File: config.mk
export PLATFORM = sky130hd
export DESIGN_NAME = linked_list_ready_queue
export DESIGN_NICKNAME = d
export VERILOG_FILES = /design/src/rtl/llrq_pkg.sv /design/src/rtl/llrq_ram.sv /design/src/rtl/linked_list_ready_queue.sv
export SDC_FILE = /design/constraint.sdc
export NUM_CORES = 1
export LEC_CHECK = 0
export BUFFER_PORTS_ARGS = -buffer_cell sky130_fd_sc_hd__buf_2
export CORE_UTILIZATION = 59
export CTS_BUF_LIST = sky130_fd_sc_hd__clkbuf_8
export DETAILED_ROUTE_END_ITERATION = 10
export GPL_TIMING_DRIVEN = 0
export PLACE_DENSITY = 0.78
export SYNTH_ARGS = -nofsm -noshare
export SYNTH_HDL_FRONTEND = slang
export SYNTH_SLANG_ARGS = --single-unit
File: constraint.sdc
create_clock -name i_clk -period 3.7 [get_ports i_clk]
set_clock_uncertainty 0.2 [all_clocks]
set_input_delay 0.37 -clock i_clk [delete_from_list [all_inputs] [get_ports i_clk]]
set_output_delay 0.37 -clock i_clk [all_outputs]
set_load 0.02 [all_outputs]
File: src/rtl/llrq_pkg.sv
`default_nettype none

package llrq_pkg;

    // field widths fixed by the item format
    localparam int CMD_W  = 2;
    localparam int ID_W   = 6;
    localparam int LINK_W = ID_W + 1;

    localparam int NUM_ENTRIES_DEF = 64;

    typedef enum logic [CMD_W-1:0] {
        CMD_CLEAR     = 2'd0,
        CMD_INSERT    = 2'd1,
        CMD_REM_FIRST = 2'd2,
        CMD_REM_ENTRY = 2'd3
    } t_cmd;

    // one link table word: successor present flag over successor id
    typedef struct packed {
        logic            has;
        logic [ID_W-1:0] id;
    } t_link;

endpackage

`default_nettype wire

File: src/rtl/llrq_ram.sv
`default_nettype none

module llrq_ram #(
    parameter int WIDTH = llrq_pkg::LINK_W,
    parameter int DEPTH = llrq_pkg::NUM_ENTRIES_DEF,
    localparam int AW = $clog2(DEPTH)
) (
    input  wire logic             i_clk,
    input  wire logic             i_we,
    input  wire logic [AW-1:0]    i_waddr,
    input  wire logic [WIDTH-1:0] i_wdata,
    input  wire logic [AW-1:0]    i_raddr,
    output logic      [WIDTH-1:0] o_rdata
);

    logic [WIDTH-1:0] r_mem [DEPTH];

    always_ff @(posedge i_clk) begin
        if (i_we) begin
            r_mem[i_waddr] <= i_wdata;
        end
        o_rdata <= r_mem[i_raddr];
    end

endmodule

`default_nettype wire

File: src/rtl/linked_list_ready_queue.sv
// Channel  Dir  Handshake                Payload (low bit up)
// -------  ---  -----------------------  ----------------------------------------------
// s        in   i_s_tvalid / o_s_tready  tuser: command[1:0]; tdata: entry_id[5:0], pad
// m        out  o_m_tvalid / i_m_tready  tdata: removed_id[5:0], removed_valid[6],
//                                        head_id[12:7], queue_empty[13], pad
//
// o_s_tready is high only in the idle state; the sequencer takes one item at a time.
// Accept to result: clear, or a remove on an empty queue, goes straight to DONE; insert
// runs INS1 and INS2, remove-first CHK and CLR; remove-entry walks 1..NUM_ENTRIES entries
// in CHK at one link per cycle, then CLR on a hit; back to idle before the next item.
// Reset (synchronous, active low) empties the queue; the link table is not cleared.
// A stalled result holds in the output register while the next item runs; it then waits in DONE.
`default_nettype none

module linked_list_ready_queue #(
    parameter int NUM_ENTRIES = llrq_pkg::NUM_ENTRIES_DEF
) (
    input  wire logic       i_clk,
    input  wire logic       i_rst_n,
    // input beats
    input  wire logic       i_s_tvalid,
    output logic            o_s_tready,
    input  wire logic [7:0] i_s_tdata,   // entry_id[5:0], zeros[7:6]
    input  wire logic [1:0] i_s_tuser,   // command[1:0]
    // result beats
    output logic            o_m_tvalid,
    input  wire logic       i_m_tready,
    output logic [15:0]     o_m_tdata    // removed_id[5:0], removed_valid[6],
                                         // head_id[12:7], queue_empty[13], zeros[15:14]
);

    localparam int AW   = $clog2(NUM_ENTRIES);
    localparam int ID_W = llrq_pkg::ID_W;

    typedef enum logic [5:0] {
        S_IDLE = 6'b000001,
        S_INS1 = 6'b000010,  // link old tail to new entry, or set head
        S_INS2 = 6'b000100,  // null link for new entry, move tail
        S_CHK  = 6'b001000,  // one visited link per cycle
        S_CLR  = 6'b010000,  // null link for removed entry
        S_DONE = 6'b100000   // load result register
    } t_state;

    t_state r_state, n_state;

    // list state
    logic [ID_W-1:0] r_head, n_head;
    logic [ID_W-1:0] r_tail, n_tail;
    logic            r_empty, n_empty;

    // per-item working registers
    llrq_pkg::t_cmd  r_cmd, n_cmd;
    logic [ID_W-1:0] r_id, n_id;
    logic [ID_W-1:0] r_cur, n_cur;
    logic [ID_W-1:0] r_prev, n_prev;
    logic            r_has_prev, n_has_prev;
    logic            r_first, n_first;
    logic [AW-1:0]   r_step, n_step;
    logic [ID_W-1:0] r_rem_id, n_rem_id;
    logic            r_rem_valid, n_rem_valid;

    // result register
    logic            r_out_valid, n_out_valid;
    logic [ID_W-1:0] r_o_rem_id, n_o_rem_id;
    logic            r_o_rem_valid, n_o_rem_valid;
    logic [ID_W-1:0] r_o_head, n_o_head;
    logic            r_o_empty, n_o_empty;

    // link table port
    logic                          w_we;
    logic [AW-1:0]                 w_waddr;
    llrq_pkg::t_link               w_wlink;
    logic [AW-1:0]                 w_raddr;
    logic [llrq_pkg::LINK_W-1:0]   w_rdata;
    llrq_pkg::t_link               w_rlink;

    logic            w_s_acc;
    llrq_pkg::t_cmd  w_in_cmd;
    logic [ID_W-1:0] w_in_id;
    logic            w_in_id_ok;
    logic            w_match;
    logic            w_out_free;

    assign w_s_acc    = i_s_tvalid && o_s_tready;
    assign w_in_cmd   = llrq_pkg::t_cmd'(i_s_tuser);
    assign w_in_id    = i_s_tdata[ID_W-1:0];
    assign w_in_id_ok = 32'(w_in_id) < NUM_ENTRIES;
    assign w_rlink    = llrq_pkg::t_link'(w_rdata);
    assign w_match    = r_first || (r_cur == r_id);
    assign w_out_free = !r_out_valid || i_m_tready;

    llrq_ram #(
        .WIDTH(llrq_pkg::LINK_W),
        .DEPTH(NUM_ENTRIES)
    ) u_link (
        .i_clk  (i_clk),
        .i_we   (w_we),
        .i_waddr(w_waddr),
        .i_wdata(w_wlink),
        .i_raddr(w_raddr),
        .o_rdata(w_rdata)
    );

    always_comb begin
        n_state       = r_state;
        n_head        = r_head;
        n_tail        = r_tail;
        n_empty       = r_empty;
        n_cmd         = r_cmd;
        n_id          = r_id;
        n_cur         = r_cur;
        n_prev        = r_prev;
        n_has_prev    = r_has_prev;
        n_first       = r_first;
        n_step        = r_step;
        n_rem_id      = r_rem_id;
        n_rem_valid   = r_rem_valid;
        n_out_valid   = r_out_valid;
        n_o_rem_id    = r_o_rem_id;
        n_o_rem_valid = r_o_rem_valid;
        n_o_head      = r_o_head;
        n_o_empty     = r_o_empty;

        w_we    = 1'b0;
        w_waddr = AW'(r_id);
        w_wlink = '0;
        // walk starts at the head; inside the walk the next address is the link just read
        w_raddr = AW'(r_head);

        if (r_out_valid && i_m_tready) begin
            n_out_valid = 1'b0;
        end

        unique case (r_state)
            S_IDLE: begin
                if (w_s_acc) begin
                    n_cmd       = w_in_cmd;
                    n_id        = w_in_id;
                    n_cur       = r_head;
                    n_has_prev  = 1'b0;
                    n_first     = (w_in_cmd == llrq_pkg::CMD_REM_FIRST);
                    n_step      = '0;
                    n_rem_id    = '0;
                    n_rem_valid = 1'b0;
                    unique case (w_in_cmd)
                        llrq_pkg::CMD_CLEAR: begin
                            n_head  = '0;
                            n_tail  = '0;
                            n_empty = 1'b1;
                            n_state = S_DONE;
                        end
                        llrq_pkg::CMD_INSERT: begin
                            n_state = w_in_id_ok ? S_INS1 : S_DONE;
                        end
                        llrq_pkg::CMD_REM_FIRST: begin
                            n_state = r_empty ? S_DONE : S_CHK;
                        end
                        llrq_pkg::CMD_REM_ENTRY: begin
                            n_state = (!r_empty && w_in_id_ok) ? S_CHK : S_DONE;
                        end
                    endcase
                end
            end

            S_INS1: begin
                if (r_empty) begin
                    n_head  = r_id;
                    n_empty = 1'b0;
                end else begin
                    w_we        = 1'b1;
                    w_waddr     = AW'(r_tail);
                    w_wlink.has = 1'b1;
                    w_wlink.id  = r_id;
                end
                n_state = S_INS2;
            end

            S_INS2: begin
                // null link written after the tail link: re-inserting the tail is a no-op
                w_we    = 1'b1;
                w_waddr = AW'(r_id);
                n_tail  = r_id;
                n_state = S_DONE;
            end

            S_CHK: begin
                if (w_match) begin
                    n_rem_id    = r_cur;
                    n_rem_valid = 1'b1;
                    if (!r_has_prev) begin
                        if (w_rlink.has) begin
                            n_head = w_rlink.id;
                        end else begin
                            n_empty = 1'b1;
                        end
                    end else begin
                        // splice predecessor past the removed entry
                        w_we    = 1'b1;
                        w_waddr = AW'(r_prev);
                        w_wlink = w_rlink;
                    end
                    // remove-first never looks at the tail
                    if (!r_first && (r_cur == r_tail)) begin
                        if (r_has_prev) begin
                            n_tail = r_prev;
                        end else begin
                            n_empty = 1'b1;
                        end
                    end
                    if (n_empty) begin
                        n_head = '0;
                        n_tail = '0;
                    end
                    n_state = S_CLR;
                end else if (!w_rlink.has || (r_step == AW'(NUM_ENTRIES - 1))) begin
                    // end of list, or walk bound reached
                    n_state = S_DONE;
                end else begin
                    w_raddr    = AW'(w_rlink.id);
                    n_prev     = r_cur;
                    n_has_prev = 1'b1;
                    n_cur      = w_rlink.id;
                    n_step     = r_step + AW'(1);
                end
            end

            S_CLR: begin
                w_we    = 1'b1;
                w_waddr = AW'(r_cur);
                n_state = S_DONE;
            end

            S_DONE: begin
                if (w_out_free) begin
                    n_out_valid   = 1'b1;
                    n_o_rem_id    = r_rem_valid ? r_rem_id : '0;
                    n_o_rem_valid = r_rem_valid;
                    n_o_head      = r_empty ? '0 : r_head;
                    n_o_empty     = r_empty;
                    n_state       = S_IDLE;
                end
            end

            default: begin
                n_state = S_IDLE;
            end
        endcase
    end

    // control and list state
    always_ff @(posedge i_clk) begin
        if (!i_rst_n) begin
            r_state     <= S_IDLE;
            r_head      <= '0;
            r_tail      <= '0;
            r_empty     <= 1'b1;
            r_out_valid <= 1'b0;
        end else begin
            r_state     <= n_state;
            r_head      <= n_head;
            r_tail      <= n_tail;
            r_empty     <= n_empty;
            r_out_valid <= n_out_valid;
        end
    end

    // payload, no reset needed
    always_ff @(posedge i_clk) begin
        r_cmd         <= n_cmd;
        r_id          <= n_id;
        r_cur         <= n_cur;
        r_prev        <= n_prev;
        r_has_prev    <= n_has_prev;
        r_first       <= n_first;
        r_step        <= n_step;
        r_rem_id      <= n_rem_id;
        r_rem_valid   <= n_rem_valid;
        r_o_rem_id    <= n_o_rem_id;
        r_o_rem_valid <= n_o_rem_valid;
        r_o_head      <= n_o_head;
        r_o_empty     <= n_o_empty;
    end

    assign o_s_tready = (r_state == S_IDLE);
    assign o_m_tvalid = r_out_valid;
    assign o_m_tdata  = {2'b00, r_o_empty, r_o_head, r_o_rem_valid, r_o_rem_id};

`ifndef SYNTHESIS
    // an empty queue always holds head and tail at zero
    a_empty_slots: assert property (@(posedge i_clk) disable iff (!i_rst_n)
        r_empty |-> (r_head == '0) && (r_tail == '0))
        else $error("empty queue with nonzero head or tail");

    // clear goes straight to the result state with the queue empty
    a_clear: assert property (@(posedge i_clk) disable iff (!i_rst_n)
        (w_s_acc && (w_in_cmd == llrq_pkg::CMD_CLEAR)) |=> (r_empty && (r_state == S_DONE)))
        else $error("clear did not empty the queue");

    // link table is written only by the insert, walk and unlink steps
    a_write_state: assert property (@(posedge i_clk) disable iff (!i_rst_n)
        w_we |-> (r_state != S_IDLE) && (r_state != S_DONE))
        else $error("link write outside a working state");

    // a result beat only appears out of the result state
    a_out_source: assert property (@(posedge i_clk) disable iff (!i_rst_n)
        $rose(r_out_valid) |-> $past(r_state == S_DONE))
        else $error("result beat raised outside the result state");

    // remove-first always matches on its first visit
    a_first_match: assert property (@(posedge i_clk) disable iff (!i_rst_n)
        ((r_state == S_CHK) && r_first) |=> (r_state == S_CLR))
        else $error("remove-first did not unlink the head");
`endif

endmodule

`default_nettype wire

==> results.md <==
* Status: complete, but fails checks
* Failing checks: setup timing
* Die width at about 190 um
* Total die area at around 37000 um^2
* Post-synth EDFFs at approximately 500
* Combinational power share at about 28%
* Hold WC Path Type: reg -> reg
* Gr ovfl total at 0
* Worst Setup End Kind: flop
* Share of synthesized flip-flops with an asynchronous set or reset at 0%
* Max Root-Sink Buffers at 3
* Simple-gate share of the synthesized area at a little over a tenth
* Crit path time final at 3.921 ns
* Final worst-path cycle share at 106.0%
* CTS sink count at approximately 520
* First-pass iteration count of the detailed router at 5
* Leak Pwr at between 0.009 and 0.01 uW
* Ant diodes at 0
* Compound-Gate Fraction of Synth Area at 7.273%
* GRT Overall Usage at between 30% and 40%
* Initial Utilization at between 50% and 60%
* Final cell count without fillers at ~2200
* CP Max Fanout at 10
* Fill cells at roughly 2000
* Max-slew violations at 0
* Final net count at 1709
* Worst slew margin at 18.65%
* DP Worst Slack at -0.9398 ns
* Startpoint types: flop
* Net Switching at between 5000 and 6000 uW
* PD cells at 600.3 nW/um^2
* CP Class: reg -> reg
* Clock transition at path regs at about 0.070 ns
* DRT antenna net count at 0
* Worst-Skew Late Latency at approximately 0.65 ns
* PortBufs at 26
* Main combinational cell family by area after synthesis: simple AND/OR/NAND/NOR gates
* Register area share after synthesis at around 72%
* Hold-critical path depth at 0
* First-iteration detailed-routing DRC count at 1577
* Detail Placement HPWL at about 35000 um
* Setup ws final at -0.2215 ns
* DR WL/cell at roughly 27 um
* Reg-to-reg endpoint: u_link.o_rdata[6]
* Boundary pin count at 32
* Layout cells sized above 1 at 26.54%
* Worst slew pin tran at roughly 1.2 ns
* Cells after Synth at 1499
* WP data required at 4.03 ns
* Area Overhead vs Synth at 22.98%
* Clk pwr share at between 20% and 30%
* Yosys reg bits at 522
* Vias in the first global route at 13780
* Multiplexer share of the synthesized area at 6.708%
* CTS buffer count at 80
* Hold Crit Start: r_empty
* Xor/xnor share of the synthesized area at less than 1%
* DRC violations left at 0
* Yosys cell types at between 50 and 60
* Final setup fails at 7
* FP Rows at just under 70
* Cells after DPL at approximately 2000
* Dominant synthesized flop cell: edfxtp_1
* Hold EP: r_o_empty
* Max Cap Violations at 0
* Largest net degree at the start of global routing at 47
* DR vias at 14320
* CTS tree: built
* Core area at 35480 um^2
* Adder-Cell Fraction of Synth Area at 0.05884%
* Final Hold Fails at 0
* Syn_area_per_cell at ~14 um^2
* Worst Path Arrival at ~4.3 ns
* Final TNS setup at -0.9231 ns
* FF-to-FF Start: r_id[4]
* Mapped cell area at 21260 um^2
* RSZ-0062 raised after global routing: yes
* Reg2reg setup slack at -0.22 ns
* Switch share at between 30% and 40%
* Vias per cell at 6.461
* Wirelength, routed at approximately 59000 um
* Yosys Warn Count at 0
* H-tree lvl count at 3
* Max VDD drop at a little under 0.5 mV
* Max Clk Rate at 255.0 MHz
* Gpl congestion at around 0.95
* Die Y at between 150 and 200 um
* Final hold slack at about 0.23 ns
* Reg power frac at a little over two fifths
* Initial antenna violation count at 0
* Int Pwr at ~11000 uW
* Register-to-Register Path Depth at 12
* First-pass GRT wire length at a little over 80000 um
* Root Buffer: clkbuf_8
[cell usage in the layout (no fill, tap or decap), types with 11 or more instances in the layout]
| cell | n |
|---|---|
| inv_1 | 34 |
| and3_1 | 11 |
| mux2i_2 | 12 |
| or4_4 | 21 |
| buf_12 | 33 |
| nor2_4 | 67 |
| nand2_1 | 234 |
| a21oi_1 | 92 |
| nor2_1 | 36 |
| buf_2 | 30 |
| a21oi_2 | 15 |
| nor4_4 | 24 |
| a22oi_1 | 12 |
| nand2_4 | 11 |
| buf_4 | 69 |
| o22ai_1 | 60 |
| clkinv_1 | 14 |
| clkbuf_1 | 15 |
| and2_1 | 14 |
| edfxtp_1 | 495 |
| dlygate4sd3_1 | 14 |
| clkbuf_8 | 83 |
| nor2b_1 | 11 |
| clkinv_2 | 13 |
| mux2i_1 | 122 |
| dfxtp_1 | 25 |
[through the flow]
step	cell area [um^2]	power (uW)	utilization, %
6_report	26150	15700	73.70
3_5_place_dp	22130	9879	62.36
2_1_floorplan	21270	8866	-
3_3_place_gp	21970	9803	61.93
4_1_cts	25310	15070	71.34
5_1_grt	26150	16090	73.70
[how the worst max path moves through the flow]
stage,from,to,slack (ns),cells after the start
final,r_id[4],u_link.o_rdata[6],-0.22,12
after CTS,r_cur[0],u_link.o_rdata[4],-0.02,12
after floorplan,r_cur[4],u_link.r_mem[0][0],0.08,8
after detailed placement,r_step[0],u_link.o_rdata[0],-0.94,11
after global placement,r_cur[4],u_link.r_mem[50][1],-1.56,8
after global routing,r_id[4],u_link.o_rdata[6],-0.22,12
[metal layers]
metal	global-route usage, %	share of wire (%)
met4	16.97	5.6
met2	51.92	49
met5	0	0
met1	38.94	35
met3	6.322	9.9
[cells in the mapped netlist (7+ instances only)]
cell type,number,area (um^2)
a21oi_1,106,530.5
a22oi_1,12,90.09
and2_1,14,87.58
and3_1,12,75.07
buf_1,7,26.28
buf_2,24,120.1
buf_4,12,90.09
buf_6,8,90.09
clkbuf_1,26,97.59
dfxtp_1,27,540.5
edfxtp_1,495,14860
inv_1,7,26.28
mux2i_1,138,1381
nand2_1,250,938.4
nor2_1,106,397.9
nor2b_1,13,81.33
nor3_1,9,45.04
nor4_1,38,237.7
o211a_1,9,90.09
o21ai_0,8,40.04
o22ai_1,61,381.6
or4_1,25,187.7
xor2_1,12,105.1
[what timing repair did]
| item | 4_1_cts | 5_1_grt |
|---|---|---|
| gates resized for setup | 300 | 96 |
| pin swaps | 25 | 48 |
| hold buffers | 14 | 0 |
| hold endpoints to repair | 27 | 0 |
| setup buffers | 29 | 35 |
| gates cloned | 0 | 3 |
| endpoints found under the setup margin | 725 | 455 |
[state kept, by name, indices dropped and copies added (netlist names), 6 cells and up]
| signal | count |
|---|---|
| r_o_rem_id | 6 |
| r_o_head | 6 |
| r_cur | 6 |
| r_tail | 6 |
| u_link.o_rdata | 7 |
| r_state | 6 |
| r_head | 6 |
| r_step | 6 |
| u_link.r_mem | 448 |
| r_rem_id | 6 |
| r_prev | 6 |
| r_id | 6 |
[power by group through the flow]
stage | Clock, uW | Combinational [uW] | Sequential (uW)
3_5_place_dp | 0 | 2960 | 6920
3_3_place_gp | 0 | 2890 | 6910
6_report | 4570 | 4340 | 6790
4_1_cts | 4530 | 3780 | 6760
5_1_grt | 4800 | 4490 | 6790
2_1_floorplan | 0 | 2030 | 6840
[cells by family after synthesis]
family	Yosys count
compound gates	239
xor+xnor	16
fa+ha+maj	1
buf+inv	85
flops	522
mux	141
other cells	1
simple gates	494
[cell type report]
| type | count | area [um^2] | share of cell area (%) |
|---|---|---|---|
| Buffer | 75 | 656.9 | 2.512 |
| Clock buffer | 83 | 1142 | 4.368 |
| Clock inverter | 61 | 350.3 | 1.340 |
| Inverter | 8 | 31.28 | 0.1196 |
| Multi-Input combinational cell | 893 | 6828 | 26.11 |
| Sequential cell | 522 | 15410 | 58.92 |
| Tap cell | 461 | 576.8 | 2.206 |
| Timing Repair Buffer | 114 | 1157 | 4.426 |
[critical path: stages (launching register included)]
cell and delay [ns]:
edfxtp_1 0.51, xor2_2 0.23, nor4_4 0.28, buf_4 0.19, a21oi_4 0.07, buf_6 0.17, mux2_2 0.39, buf_4 0.27
clkbuf_1 0.42, nand2_1 0.11, a21oi_1 0.40, nor4_4 0.10, nor4_2 0.44
(Power assumes the default switching activity.)
